--- config.mk ---
export PLATFORM = sky130hd
export DESIGN_NAME = vertex_attribute_format_converter_flat
export DESIGN_NICKNAME = d
export VERILOG_FILES = /design/src/rtl/vafc_pkg.sv /design/src/rtl/vafc_if.sv /design/src/rtl/vafc_lane.sv /design/src/rtl/vafc_merge.sv /design/src/rtl/vertex_attribute_format_converter.sv /design/src/flat_wrapper.sv
export SDC_FILE = /design/constraint.sdc
export NUM_CORES = 2
export LEC_CHECK = 0
export BUFFER_PORTS_ARGS = -buffer_cell sky130_fd_sc_hd__buf_2
export CORE_MARGIN = 10
export CORE_UTILIZATION = 40
export CTS_CLUSTER_SIZE = 30
export DETAILED_ROUTE_END_ITERATION = 10
export MAX_ROUTING_LAYER = met4
export PLACE_DENSITY = 0.58
export SKIP_LAST_GASP = 1
export SLEW_MARGIN = 10
export SYNTH_ARGS = -nofsm -noshare
export SYNTH_HDL_FRONTEND = slang
export SYNTH_SLANG_ARGS = --single-unit
--- constraint.sdc ---
create_clock -name clk -period 11.2 [get_ports clk]
set_input_delay 1.12 -clock clk [delete_from_list [all_inputs] [get_ports clk]]
set_output_delay 1.12 -clock clk [all_outputs]
set_load 0.005 [all_outputs]
--- src/rtl/vafc_pkg.sv ---
// ----------------------------------------------------------------------------
// vafc_pkg: shared types and constants
// Source format codes, scale factors and the per-lane result record used by
// the vertex attribute format converter.
// ----------------------------------------------------------------------------
package vafc_pkg;

    localparam logic [2:0] FMT_F32    = 3'd0;
    localparam logic [2:0] FMT_F16    = 3'd1;
    localparam logic [2:0] FMT_S8     = 3'd2;
    localparam logic [2:0] FMT_U8     = 3'd3;
    localparam logic [2:0] FMT_ABSENT = 3'd4;

    localparam logic MODE_NORMAL = 1'b0;
    localparam logic MODE_COLOR  = 1'b1;

    localparam logic [8:0] NORM_SCALE = 9'd511;
    localparam logic [8:0] CLR_SCALE  = 9'd255;

    localparam int NUM_LANES = 4;
    localparam int NORM_W    = 10;
    localparam int CLR_W     = 8;

    typedef struct packed {
        logic [NORM_W-1:0] norm;
        logic [CLR_W-1:0]  color;
    } lane_result_t;

endpackage

--- src/rtl/vafc_if.sv ---
// ----------------------------------------------------------------------------
// vafc_if: request and result channels of the vertex attribute format converter
// One interface for incoming vertex attribute requests and one for the
// converted results, each with valid/ready flow control.
// ----------------------------------------------------------------------------
interface vafc_in_if;
    logic        valid;
    logic        ready;
    logic        mode;
    logic [2:0]  format;
    logic [31:0] comp_x;
    logic [31:0] comp_y;
    logic [31:0] comp_z;
    logic [31:0] comp_w;
    logic        last_vertex;

    modport source (
        output valid, mode, format, comp_x, comp_y, comp_z, comp_w, last_vertex,
        input  ready
    );
    modport sink (
        input  valid, mode, format, comp_x, comp_y, comp_z, comp_w, last_vertex,
        output ready
    );
endinterface

interface vafc_out_if;
    logic        valid;
    logic        ready;
    logic [29:0] normal_word;
    logic [7:0]  red;
    logic [7:0]  green;
    logic [7:0]  blue;
    logic [7:0]  alpha;
    logic        last_out;

    modport source (
        output valid, normal_word, red, green, blue, alpha, last_out,
        input  ready
    );
    modport sink (
        input  valid, normal_word, red, green, blue, alpha, last_out,
        output ready
    );
endinterface

--- src/rtl/vafc_lane.sv ---
// ----------------------------------------------------------------------------
// vafc_lane: one component conversion lane
// Decodes a raw component, forms the exact scaled product in a first
// register stage, then shifts, clamps and formats it for normal and color.
// ----------------------------------------------------------------------------
module vafc_lane (
    input  logic                  clk,
    input  logic                  en,
    input  logic                  mode,
    input  logic [2:0]            format,
    input  logic [31:0]           raw,
    output vafc_pkg::lane_result_t result
);

    logic [2:0]  fmt_reg,  fmt_next;
    logic [7:0]  byte_reg, byte_next;
    logic [32:0] prod_reg, prod_next;
    logic [7:0]  sh_reg,   sh_next;
    logic        sat_reg,  sat_next;
    logic        zero_reg, zero_next;
    logic        sign_reg, sign_next;

    logic [7:0]  ex;
    logic [22:0] fr;
    logic [23:0] mant;
    logic        ex_max;
    logic [8:0]  scale;

    // Decode the float fields and the shift that turns the integer product
    // into the truncated real product.
    always_comb
    begin
        ex        = 8'd0;
        fr        = 23'd0;
        mant      = 24'd0;
        ex_max    = 1'b0;
        sign_next = 1'b0;
        sh_next   = 8'd0;
        sat_next  = 1'b0;
        zero_next = 1'b0;
        scale     = (mode == vafc_pkg::MODE_COLOR) ? vafc_pkg::CLR_SCALE
                                                   : vafc_pkg::NORM_SCALE;
        if (format == vafc_pkg::FMT_F16)
        begin
            sign_next = raw[15];
            ex        = {3'd0, raw[14:10]};
            fr        = {13'd0, raw[9:0]};
            ex_max    = (raw[14:10] == 5'h1F);
            mant      = (ex == 8'd0) ? {1'b0, fr} : {13'd0, 1'b1, raw[9:0]};
            sh_next   = (ex == 8'd0) ? 8'd24 : 8'd25 - ex;
            sat_next  = (ex >= 8'd25);
        end
        else
        begin
            sign_next = raw[31];
            ex        = raw[30:23];
            fr        = raw[22:0];
            ex_max    = (raw[30:23] == 8'hFF);
            mant      = (ex == 8'd0) ? {1'b0, fr} : {1'b1, fr};
            sh_next   = (ex == 8'd0) ? 8'd149 : 8'd150 - ex;
            sat_next  = (ex >= 8'd150);
        end
        // NaN and zero collapse to zero; infinity saturates.
        if (ex_max && (fr != 23'd0))
        begin
            zero_next = 1'b1;
        end
        else if (mant == 24'd0)
        begin
            zero_next = 1'b1;
        end
        prod_next = {9'd0, mant} * {24'd0, scale};
        fmt_next  = format;
        byte_next = raw[7:0];
    end

    always_ff @(posedge clk)
    begin
        if (en)
        begin
            fmt_reg  <= fmt_next;
            byte_reg <= byte_next;
            prod_reg <= prod_next;
            sh_reg   <= sh_next;
            sat_reg  <= sat_next;
            zero_reg <= zero_next;
            sign_reg <= sign_next;
        end
    end

    logic [32:0] mag;
    logic [9:0]  norm_f;
    logic [7:0]  clr_f;
    logic        big;

    always_comb
    begin
        mag = 33'd0;
        if (!zero_reg && !sat_reg && (sh_reg < 8'd33))
        begin
            mag = prod_reg >> sh_reg[5:0];
        end
        big = sat_reg && !zero_reg;

        if (sign_reg)
        begin
            norm_f = (big || (mag >= 33'd512)) ? 10'h200 : 10'(-mag[9:0]);
            clr_f  = 8'd0;
        end
        else
        begin
            norm_f = (big || (mag > 33'd511)) ? 10'd511 : mag[9:0];
            clr_f  = (big || (mag > 33'd255)) ? 8'd255 : mag[7:0];
        end

        case (fmt_reg)
            vafc_pkg::FMT_F32, vafc_pkg::FMT_F16:
            begin
                result.norm  = norm_f;
                result.color = clr_f;
            end
            vafc_pkg::FMT_S8:
            begin
                // The arithmetic right shift of a negative byte sets every
                // bit above the low two.
                result.norm  = byte_reg[7] ? {8'hFF, byte_reg[7:6]}
                                           : {byte_reg, byte_reg[7:6]};
                result.color = byte_reg[7] ? 8'd0 : {byte_reg[6:0], 1'b0};
            end
            vafc_pkg::FMT_U8:
            begin
                result.norm  = {1'b0, byte_reg, byte_reg[7]};
                result.color = byte_reg;
            end
            default:
            begin
                result.norm  = 10'd0;
                result.color = 8'd255;
            end
        endcase
    end

endmodule

--- src/rtl/vafc_merge.sv ---
// ----------------------------------------------------------------------------
// vafc_merge: lane merge and output register
// Packs the lane results into the normal word or the four color bytes,
// according to the attribute kind, and holds the finished result.
// ----------------------------------------------------------------------------
module vafc_merge (
    input  logic                   clk,
    input  logic                   en,
    input  logic                   mode,
    input  logic                   last_vertex,
    input  vafc_pkg::lane_result_t lanes [vafc_pkg::NUM_LANES],
    output logic [29:0]            normal_word,
    output logic [7:0]             red,
    output logic [7:0]             green,
    output logic [7:0]             blue,
    output logic [7:0]             alpha,
    output logic                   last_out
);

    logic [29:0] normal_reg, normal_next;
    logic [31:0] color_reg,  color_next;
    logic        last_reg;

    always_comb
    begin
        if (mode == vafc_pkg::MODE_COLOR)
        begin
            normal_next = 30'd0;
            color_next  = {lanes[3].color, lanes[2].color, lanes[1].color,
                           lanes[0].color};
        end
        else
        begin
            normal_next = {lanes[2].norm, lanes[1].norm, lanes[0].norm};
            color_next  = 32'd0;
        end
    end

    always_ff @(posedge clk)
    begin
        if (en)
        begin
            normal_reg <= normal_next;
            color_reg  <= color_next;
            last_reg   <= last_vertex;
        end
    end

    assign normal_word = normal_reg;
    assign red         = color_reg[7:0];
    assign green       = color_reg[15:8];
    assign blue        = color_reg[23:16];
    assign alpha       = color_reg[31:24];
    assign last_out    = last_reg;

endmodule

--- src/rtl/vertex_attribute_format_converter.sv ---
// ----------------------------------------------------------------------------
// vertex_attribute_format_converter: normal and color attribute converter
//
//   channel | direction | contents
//   --------+-----------+-----------------------------------------------
//   src     | in        | mode, format, comp_x..comp_w, last_vertex
//   dst     | out       | normal_word, red, green, blue, alpha, last_out
//
// One request is taken per cycle while dst does not stall; each result reaches
// dst through the lane registers and the merge output register, and waits
// while a result ahead of it stalls. Stage one decodes and multiplies in four
// lanes, stage two shifts, clamps and merges into the output register.
// Reset clears only the two stage valid flags.
// A stall on dst holds both stages; src keeps flowing while stage one is free.
// ----------------------------------------------------------------------------
module vertex_attribute_format_converter (
    input  logic            clk,
    input  logic            rst_n,
    vafc_in_if.sink         src,
    vafc_out_if.source      dst
);

    logic va_reg, va_next;
    logic vb_reg, vb_next;
    logic mode_reg;
    logic last_reg;
    logic adv_a;
    logic adv_b;

    vafc_pkg::lane_result_t lanes [vafc_pkg::NUM_LANES];
    logic [31:0] raw [vafc_pkg::NUM_LANES];

    assign adv_b     = va_reg && (!vb_reg || dst.ready);
    assign src.ready = !va_reg || adv_b;
    assign adv_a     = src.valid && src.ready;

    always_comb
    begin
        va_next = va_reg;
        vb_next = vb_reg;
        if (adv_a)
        begin
            va_next = 1'b1;
        end
        else if (adv_b)
        begin
            va_next = 1'b0;
        end
        if (adv_b)
        begin
            vb_next = 1'b1;
        end
        else if (dst.ready)
        begin
            vb_next = 1'b0;
        end
    end

    always_ff @(posedge clk or negedge rst_n)
    begin
        if (!rst_n)
        begin
            va_reg <= 1'b0;
            vb_reg <= 1'b0;
        end
        else
        begin
            va_reg <= va_next;
            vb_reg <= vb_next;
        end
    end

    always_ff @(posedge clk)
    begin
        if (adv_a)
        begin
            mode_reg <= src.mode;
            last_reg <= src.last_vertex;
        end
    end

    assign raw[0] = src.comp_x;
    assign raw[1] = src.comp_y;
    assign raw[2] = src.comp_z;
    assign raw[3] = src.comp_w;

    for (genvar i = 0; i < vafc_pkg::NUM_LANES; i++)
    begin : g_lane
        vafc_lane u_lane (
            .clk    (clk),
            .en     (adv_a),
            .mode   (src.mode),
            .format (src.format),
            .raw    (raw[i]),
            .result (lanes[i])
        );
    end

    vafc_merge u_merge (
        .clk         (clk),
        .en          (adv_b),
        .mode        (mode_reg),
        .last_vertex (last_reg),
        .lanes       (lanes),
        .normal_word (dst.normal_word),
        .red         (dst.red),
        .green       (dst.green),
        .blue        (dst.blue),
        .alpha       (dst.alpha),
        .last_out    (dst.last_out)
    );

    assign dst.valid = vb_reg;

    // An empty first stage always takes a request.
    a_ready_when_empty: assert property (@(posedge clk) disable iff (!rst_n)
        !va_reg |-> src.ready)
        else $error("src not ready while stage one is empty");

    // A result of one kind never carries fields of the other kind.
    a_kind_exclusive: assert property (@(posedge clk) disable iff (!rst_n)
        dst.valid |-> (dst.normal_word == 30'd0) ||
                      ({dst.red, dst.green, dst.blue, dst.alpha} == 32'd0))
        else $error("normal and color fields both nonzero");

    // A pending stage-one request follows a taken result without a bubble.
    a_no_bubble: assert property (@(posedge clk) disable iff (!rst_n)
        (dst.valid && dst.ready && va_reg) |=> dst.valid)
        else $error("bubble inserted behind a taken result");

    // An accepted request moves on at the next edge unless the result ahead
    // of it is stalled.
    a_accept_moves: assert property (@(posedge clk) disable iff (!rst_n)
        adv_a |=> (adv_b || (dst.valid && !dst.ready)))
        else $error("accepted request did not advance");

endmodule
--- src/flat_wrapper.sv ---
// flat-port wrapper written by rule: the top's interface ports become plain ports
module vertex_attribute_format_converter_flat 
  (clk, rst_n, src_valid, src_mode, src_format, src_comp_x, src_comp_y, src_comp_z, src_comp_w, src_last_vertex, src_ready, dst_valid, dst_normal_word, dst_red, dst_green, dst_blue, dst_alpha, dst_last_out, dst_ready);
  vafc_in_if src_i ();
  vafc_out_if dst_i ();
  input  logic clk;
  input  logic rst_n;
  input wire logic [$bits(src_i.valid)-1:0] src_valid;
  input wire logic [$bits(src_i.mode)-1:0] src_mode;
  input wire logic [$bits(src_i.format)-1:0] src_format;
  input wire logic [$bits(src_i.comp_x)-1:0] src_comp_x;
  input wire logic [$bits(src_i.comp_y)-1:0] src_comp_y;
  input wire logic [$bits(src_i.comp_z)-1:0] src_comp_z;
  input wire logic [$bits(src_i.comp_w)-1:0] src_comp_w;
  input wire logic [$bits(src_i.last_vertex)-1:0] src_last_vertex;
  output wire logic [$bits(src_i.ready)-1:0] src_ready;
  output wire logic [$bits(dst_i.valid)-1:0] dst_valid;
  output wire logic [$bits(dst_i.normal_word)-1:0] dst_normal_word;
  output wire logic [$bits(dst_i.red)-1:0] dst_red;
  output wire logic [$bits(dst_i.green)-1:0] dst_green;
  output wire logic [$bits(dst_i.blue)-1:0] dst_blue;
  output wire logic [$bits(dst_i.alpha)-1:0] dst_alpha;
  output wire logic [$bits(dst_i.last_out)-1:0] dst_last_out;
  input wire logic [$bits(dst_i.ready)-1:0] dst_ready;
  assign src_i.valid = src_valid;
  assign src_i.mode = src_mode;
  assign src_i.format = src_format;
  assign src_i.comp_x = src_comp_x;
  assign src_i.comp_y = src_comp_y;
  assign src_i.comp_z = src_comp_z;
  assign src_i.comp_w = src_comp_w;
  assign src_i.last_vertex = src_last_vertex;
  assign src_ready = src_i.ready;
  assign dst_valid = dst_i.valid;
  assign dst_normal_word = dst_i.normal_word;
  assign dst_red = dst_i.red;
  assign dst_green = dst_i.green;
  assign dst_blue = dst_i.blue;
  assign dst_alpha = dst_i.alpha;
  assign dst_last_out = dst_i.last_out;
  assign dst_i.ready = dst_ready;
  vertex_attribute_format_converter u_core (.clk(clk), .rst_n(rst_n), .src(src_i), .dst(dst_i));
endmodule
* After elaboration in Yosys (flattened, before gate mapping)
Index checks and enable logic that the tools add are counted.
Storage, ports and cells: bits in registers 278, bits of input ports 137, output and inout port bits 65, word-level logic and storage cells 226
Cells by class: add/sub/neg operators 11, multiply operators 4, order comparisons 22, eq/ne operators 12, shifts and indexed selects 4, mux-type cells 81, reduce and logical (&&, ||, !) cells 60
Operator list (number):
- $mux W24 | 8
- $mux W8 | 24
- $pmux W18 S3 | 3
- $gt A33 B8 Y1 const B | 4
- $mul A24 B9 Y33 | 4
- $mux W33 | 4
- $shr A33 B6 Y33 | 4
- $mux W10 | 12
- $ge A33 B10 Y1 const B | 3
- $gt A33 B9 Y1 const B | 3
- $logic_not A24 Y1 | 4
- $mux W23 | 4
- $reduce_bool A23 Y1 | 4
- $mux W11 | 4
- $eq A8 B8 Y1 const B | 4
- $ge A8 B8 Y1 const B | 4
- $logic_not A8 Y1 | 4
- $lt A8 B6 Y1 const B | 4
- $sub A8 B8 Y8 const A | 4
- $neg A10 Y10 | 3
- $pmux W8 S3 | 1
- $sub A5 B5 Y6 const A | 4
- $eq A5 B5 Y1 const B | 4
- $ge A5 B5 Y1 const B | 4
- other kinds (11) | 73

* Depth between registers and ports, before layout
depth in word-level cells 9, depth in mapped cells 24, gate-level depth less buffers 23

* Hierarchy
A second synthesis with hierarchy kept.
Second synthesis, totals: cells, all modules 4563, area, all modules 44534.0 µm²
Modules (own cells, without submodules):
- vafc_lane (u_core.g_lane[0].u_lane) | times used 1, cells each 1159, area an instance 10776.6 µm², sequential area each 1621.6 µm²
- vafc_lane (u_core.g_lane[3].u_lane) | times used 1, cells each 1114, area an instance 10515.1 µm², sequential area each 1621.6 µm²
- vafc_lane (u_core.g_lane[1].u_lane) | times used 1, cells each 1094, area an instance 10500.1 µm², sequential area each 1621.6 µm²
- vafc_lane (u_core.g_lane[2].u_lane) | times used 1, cells each 1055, area an instance 10266.1 µm², sequential area each 1621.6 µm²
- vafc_merge | times used 1, cells each 131, area an instance 2312.2 µm², sequential area each 1891.8 µm²
- vertex_attribute_format_converter | times used 1, cells each 10, area an instance 163.9 µm², sequential area each 110.1 µm²

* Worst setup path after synthesis
Ideal clock, no wire load.
path kind input-to-reg, start in src_format[1], end reg u_core.g_lane[3].u_lane.prod_reg[32] (data pin), library setup time 0.256 ns, data arrival time 6.958 ns, data required time 10.944 ns, path slack 3.986 ns, stages on the path 23, path buffers 3, cells stage by stage or3b_2 clkbuf_1 clkbuf_1 buf_1 nand2_1 inv_1 fa_1 inv_1 fa_1 inv_1 fa_1 inv_1 fa_1 inv_1 ha_1 a21o_1 a211oi_1 o21ai_0 a211oi_1 a21boi_0 o311ai_0 a2111o_1 o211a_1
Between the ends: longest elaborated chain between the ends 3
Ends and longest elaborated chain:
- start, declared | line flat_wrapper.sv:10 | input wire logic [$bits(src_i.format)-1:0] src_format;
- $eq A3 B1 Y1 | line vafc_lane.sv:43 | if (format == vafc_pkg::FMT_F16)
- $mux W24 | line vafc_lane.sv:43
- $mul A24 B9 Y33 | line vafc_lane.sv:72 | prod_next = {9'd0, mant} * {24'd0, scale};
- net u_core.g_lane[3].u_lane.prod_next[32] | line vafc_lane.sv:17 | logic [32:0] prod_reg, prod_next;
- end signal, assigned | line vafc_lane.sv:83 | prod_reg <= prod_next;
- end, declared | line vafc_lane.sv:17
The timed path passes the listed nets, and every way through them passes these cells. A chain may end at the register's enable or synchronous reset.

* Worst setup path in the final report
start in src_format[0], end reg u_core.g_lane[3].u_lane.prod_reg[32] (data pin)
Same word-level chain as after synthesis.

==> metrics.cfg <==
[synthesis]
yosysSeqAreaShare_pct=19.8
yosysUniqueCellTypes=96
synth_compound_area_share_pct=13.0
async_reset_ff_share_pct=0.730
syn_inst=4229
ys_ff_latch=274
syn-num-nets=5168
synth_top_family_by_area=adder cells
syn_area_um2=41500
synthAdderAreaFrac_pct=33.8
synth-main-ff-cell=edfxtp_1
synth_warnings=0
synth_xor_area_share_pct=2.83
synth_enable_flop_cells=272
muxShareOfSynthArea_pct=10.2
synth_simple_gate_area_share_pct=11.0
syn_avg_cell_area_um2=9.82

[clock_network]
cts.clk_slew.worst_paths_ns=0.05
htreeDepth=2
clockBufferDepth=3
cts_setup_buffers=0
holdBufCountCts=0
postCtsResizedCells=0
cts_buffers=34
clock_sinks=274
insertion_delay_ns=0.55
clockRootBuffer=clkbuf_16
cts_tree=yes

[routing]
drc_errors=0
wirelength_mm=111
wl_per_cell_um=19.3
ant_nets=0
drt-initial-drc-count=2527
via_per_inst=5.38
drt_first_pass_iters=5
num_vias=31000

[floorplanning]
fp.dieW_um=342
die-area_um2=117000
start_util_pct=40.2
ios=202
placementRows=118
die_h_um=342
coreArea_um2=103000

[timing]
max_freq_ghz=0.124
max_slew.worst_pin.slew_ns=1.22
finalMaxSlewViolations=0
setup-tns-final_ns=0
clock_skew_ns=0.0320
post-route-period-util_pct=72.0
hold_violations=0
min_period_ns=8.07
rsz0062_at_grt=false
max_slew_margin_pct=18.5
setup_viol=0

[global_routing]
grt_max_degree=159
grt_pass1_wl_mm=178
globalRouteOverflowTotal=0
grt.total_usage_pct=19.5
grt_pass1_vias=31400
antenna_found_initial=27

[setup_path]
crit_required_ns=11.48
start_kind=primary input
worst-path-max-fanout=40
path_cells=buf_2 -> or3b_4 -> buf_4 -> nor2_1 -> a21oi_1 -> inv_1 -> fa_1 -> fa_1 -> fa_1 -> inv_1 -> fa_1 -> inv_1 -> ha_1 -> nand4_1 -> a2111oi_0 -> o31a_1 -> nor2_1 -> o21ai_0 -> a21boi_0 -> o311ai_0 -> nand2_1 -> o211a_1
crit_arrival_ns=8.34
slowest_delay_ns=0.65
end_kind=flop
crit_type=in -> reg
crit_path_frequent_cell=fa_1
cp_slowest_cell=or3b_4

[pwr]
p_clk_share_pct=8.0
p_total_uw=13300
p_comb_share_pct=74.7
swShare_pct=47.0
switchingPower_uw=6250
pwr-share-seq_pct=17.3
power_density_nw_per_um2=296
p_int_uw=7050
p_leak_uw=0.0201
ir_worst_vdd_v=0.000213

[finish]
fin_nets=5287
mostFrequentLayoutCells=855 x inv_1, 532 x fa_1, 272 x edfxtp_1
largest_reg_flops=128
areaGrowthSynthToFinish_pct=8.23
layout_commonest_cell=inv_1
drive_gt1_share_pct=11.2
nFillCells=10200

[place]
port_buffers=201
gp_congestion=0.909
dp_hpwl_mm=92.1

[outcome]
outcome=finished, final reports clean

[flow_run]
max-cap-violations=0

[worst_hold_path]
hold_class=in -> async

## per-stage QoR
stage / hold slack, ns / setup WS (ns) / utilization (%) / area, um2 / std cells
6_report: 0.344 / 3.13 / 43.5 / 44900 / 5762
5_1_grt: 0.327 / 2.49 / 43.5 / 44900 / 5757
4_1_cts: 0.311 / 3.14 / 43.5 / 44900 / 5751
3_5_place_dp: 0.418 / 2.58 / 42.4 / 43900 / 5692
3_3_place_gp: 0.407 / 2.73 / 42.4 / 43900 / 5692
2_1_floorplan: 0.400 / 3.99 / - / 41500 / 4229
## cell type report
type / instances / area (um2) / area share (%)
Multi-Input combinational cell: 2944 / 29400 / 65.5
Sequential cell: 274 / 8220 / 18.3
Inverter: 861 / 3230 / 7.19
Tap cell: 1380 / 1730 / 3.84
Timing Repair Buffer: 233 / 1270 / 2.83
Clock buffer: 41 / 898 / 2.00
Clock inverter: 18 / 146 / 0.326
Antenna cell: 11 / 27.5 / 0.0613
## critical path, delay by kind of cell
family / cells / cell delay (ns)
compound gates: 7 / 2.80
fa+ha+maj: 5 / 2.39
buf+inv: 5 / 0.87
simple gates: 5 / 1.09
## final timing paths
path | to | cells past startpoint | slack [ns] | from
setup / recovery | u_core.g_lane[3].u_lane.prod_reg[32] | 22 | 3.13 | src_format[0]
hold / removal | u_core.dst.valid | 1 | 0.34 | rst_n
setup reg to reg | u_core.u_merge.color_reg[16] | 10 | 6.66 | u_core.g_lane[2].u_lane.sh_reg[1]
hold reg to reg | u_core.u_merge.last_out | 0 | 0.43 | u_core.last_reg
max in group asynchronous | u_core.va_reg | 1 | 10.76 | rst_n
min in group clk | u_core.u_merge.last_out | 0 | 0.43 | u_core.last_reg
## per-layer routing
| metal | global-route usage [%] | vias to the layer above | routed length (um) |
|---|---|---|---|
| met5 | - | - | 0 |
| met4 | 3.56 | 0 | 1750 |
| met1 | 27.7 | 15400 | 52200 |
| met3 | 3.49 | 118 | 7850 |
| met2 | 29.3 | 839 | 49500 |
| li1 | - | 14700 | - |
## cells by family after synthesis
kind of cell               count (synthesis)
buffers and inverters                   1011
and+or+nand+nor                          923
AOI/OAI and AO/OA                        818
adders and majority gates                802
DFF                                      274
muxes                                    267
xor gates and xnor gates                 134
## cells in the mapped netlist, types with 24 or more instances
cell type,count,area share (%)
a22o_1,34,0.72
buf_2,31,0.37
a21oi_1,228,2.7
o22ai_1,25,0.38
edfxtp_1,272,20
a31oi_1,27,0.41
inv_1,855,7.7
ha_1,270,8.1
mux2_2,47,1.3
o21ai_0,167,2.0
nor2b_1,39,0.59
o21a_1,34,0.61
mux4_2,113,6.1
xor2_1,34,0.72
mux2i_1,100,2.4
fa_1,532,26
xnor2_1,100,2.1
nand2b_1,96,1.4
nand2_1,256,2.3
clkbuf_1,100,0.90
nor3_1,69,0.83
nand3_1,72,0.87
a21o_1,42,0.76
and2_1,25,0.38
a211oi_1,29,0.52
o31ai_1,24,0.43
nor2_1,207,1.9
## power by group through the flow
stage / combinational [uW] / sequential (uW) / clock (uW)
6_report: 9930 / 2310 / 1060
3_3_place_gp: 9860 / 2310 / 0
2_1_floorplan: 7960 / 2190 / 0
3_5_place_dp: 9930 / 2320 / 0
5_1_grt: 11400 / 2360 / 1130
4_1_cts: 9990 / 2300 / 1090
(Power assumes the default switching activity.)
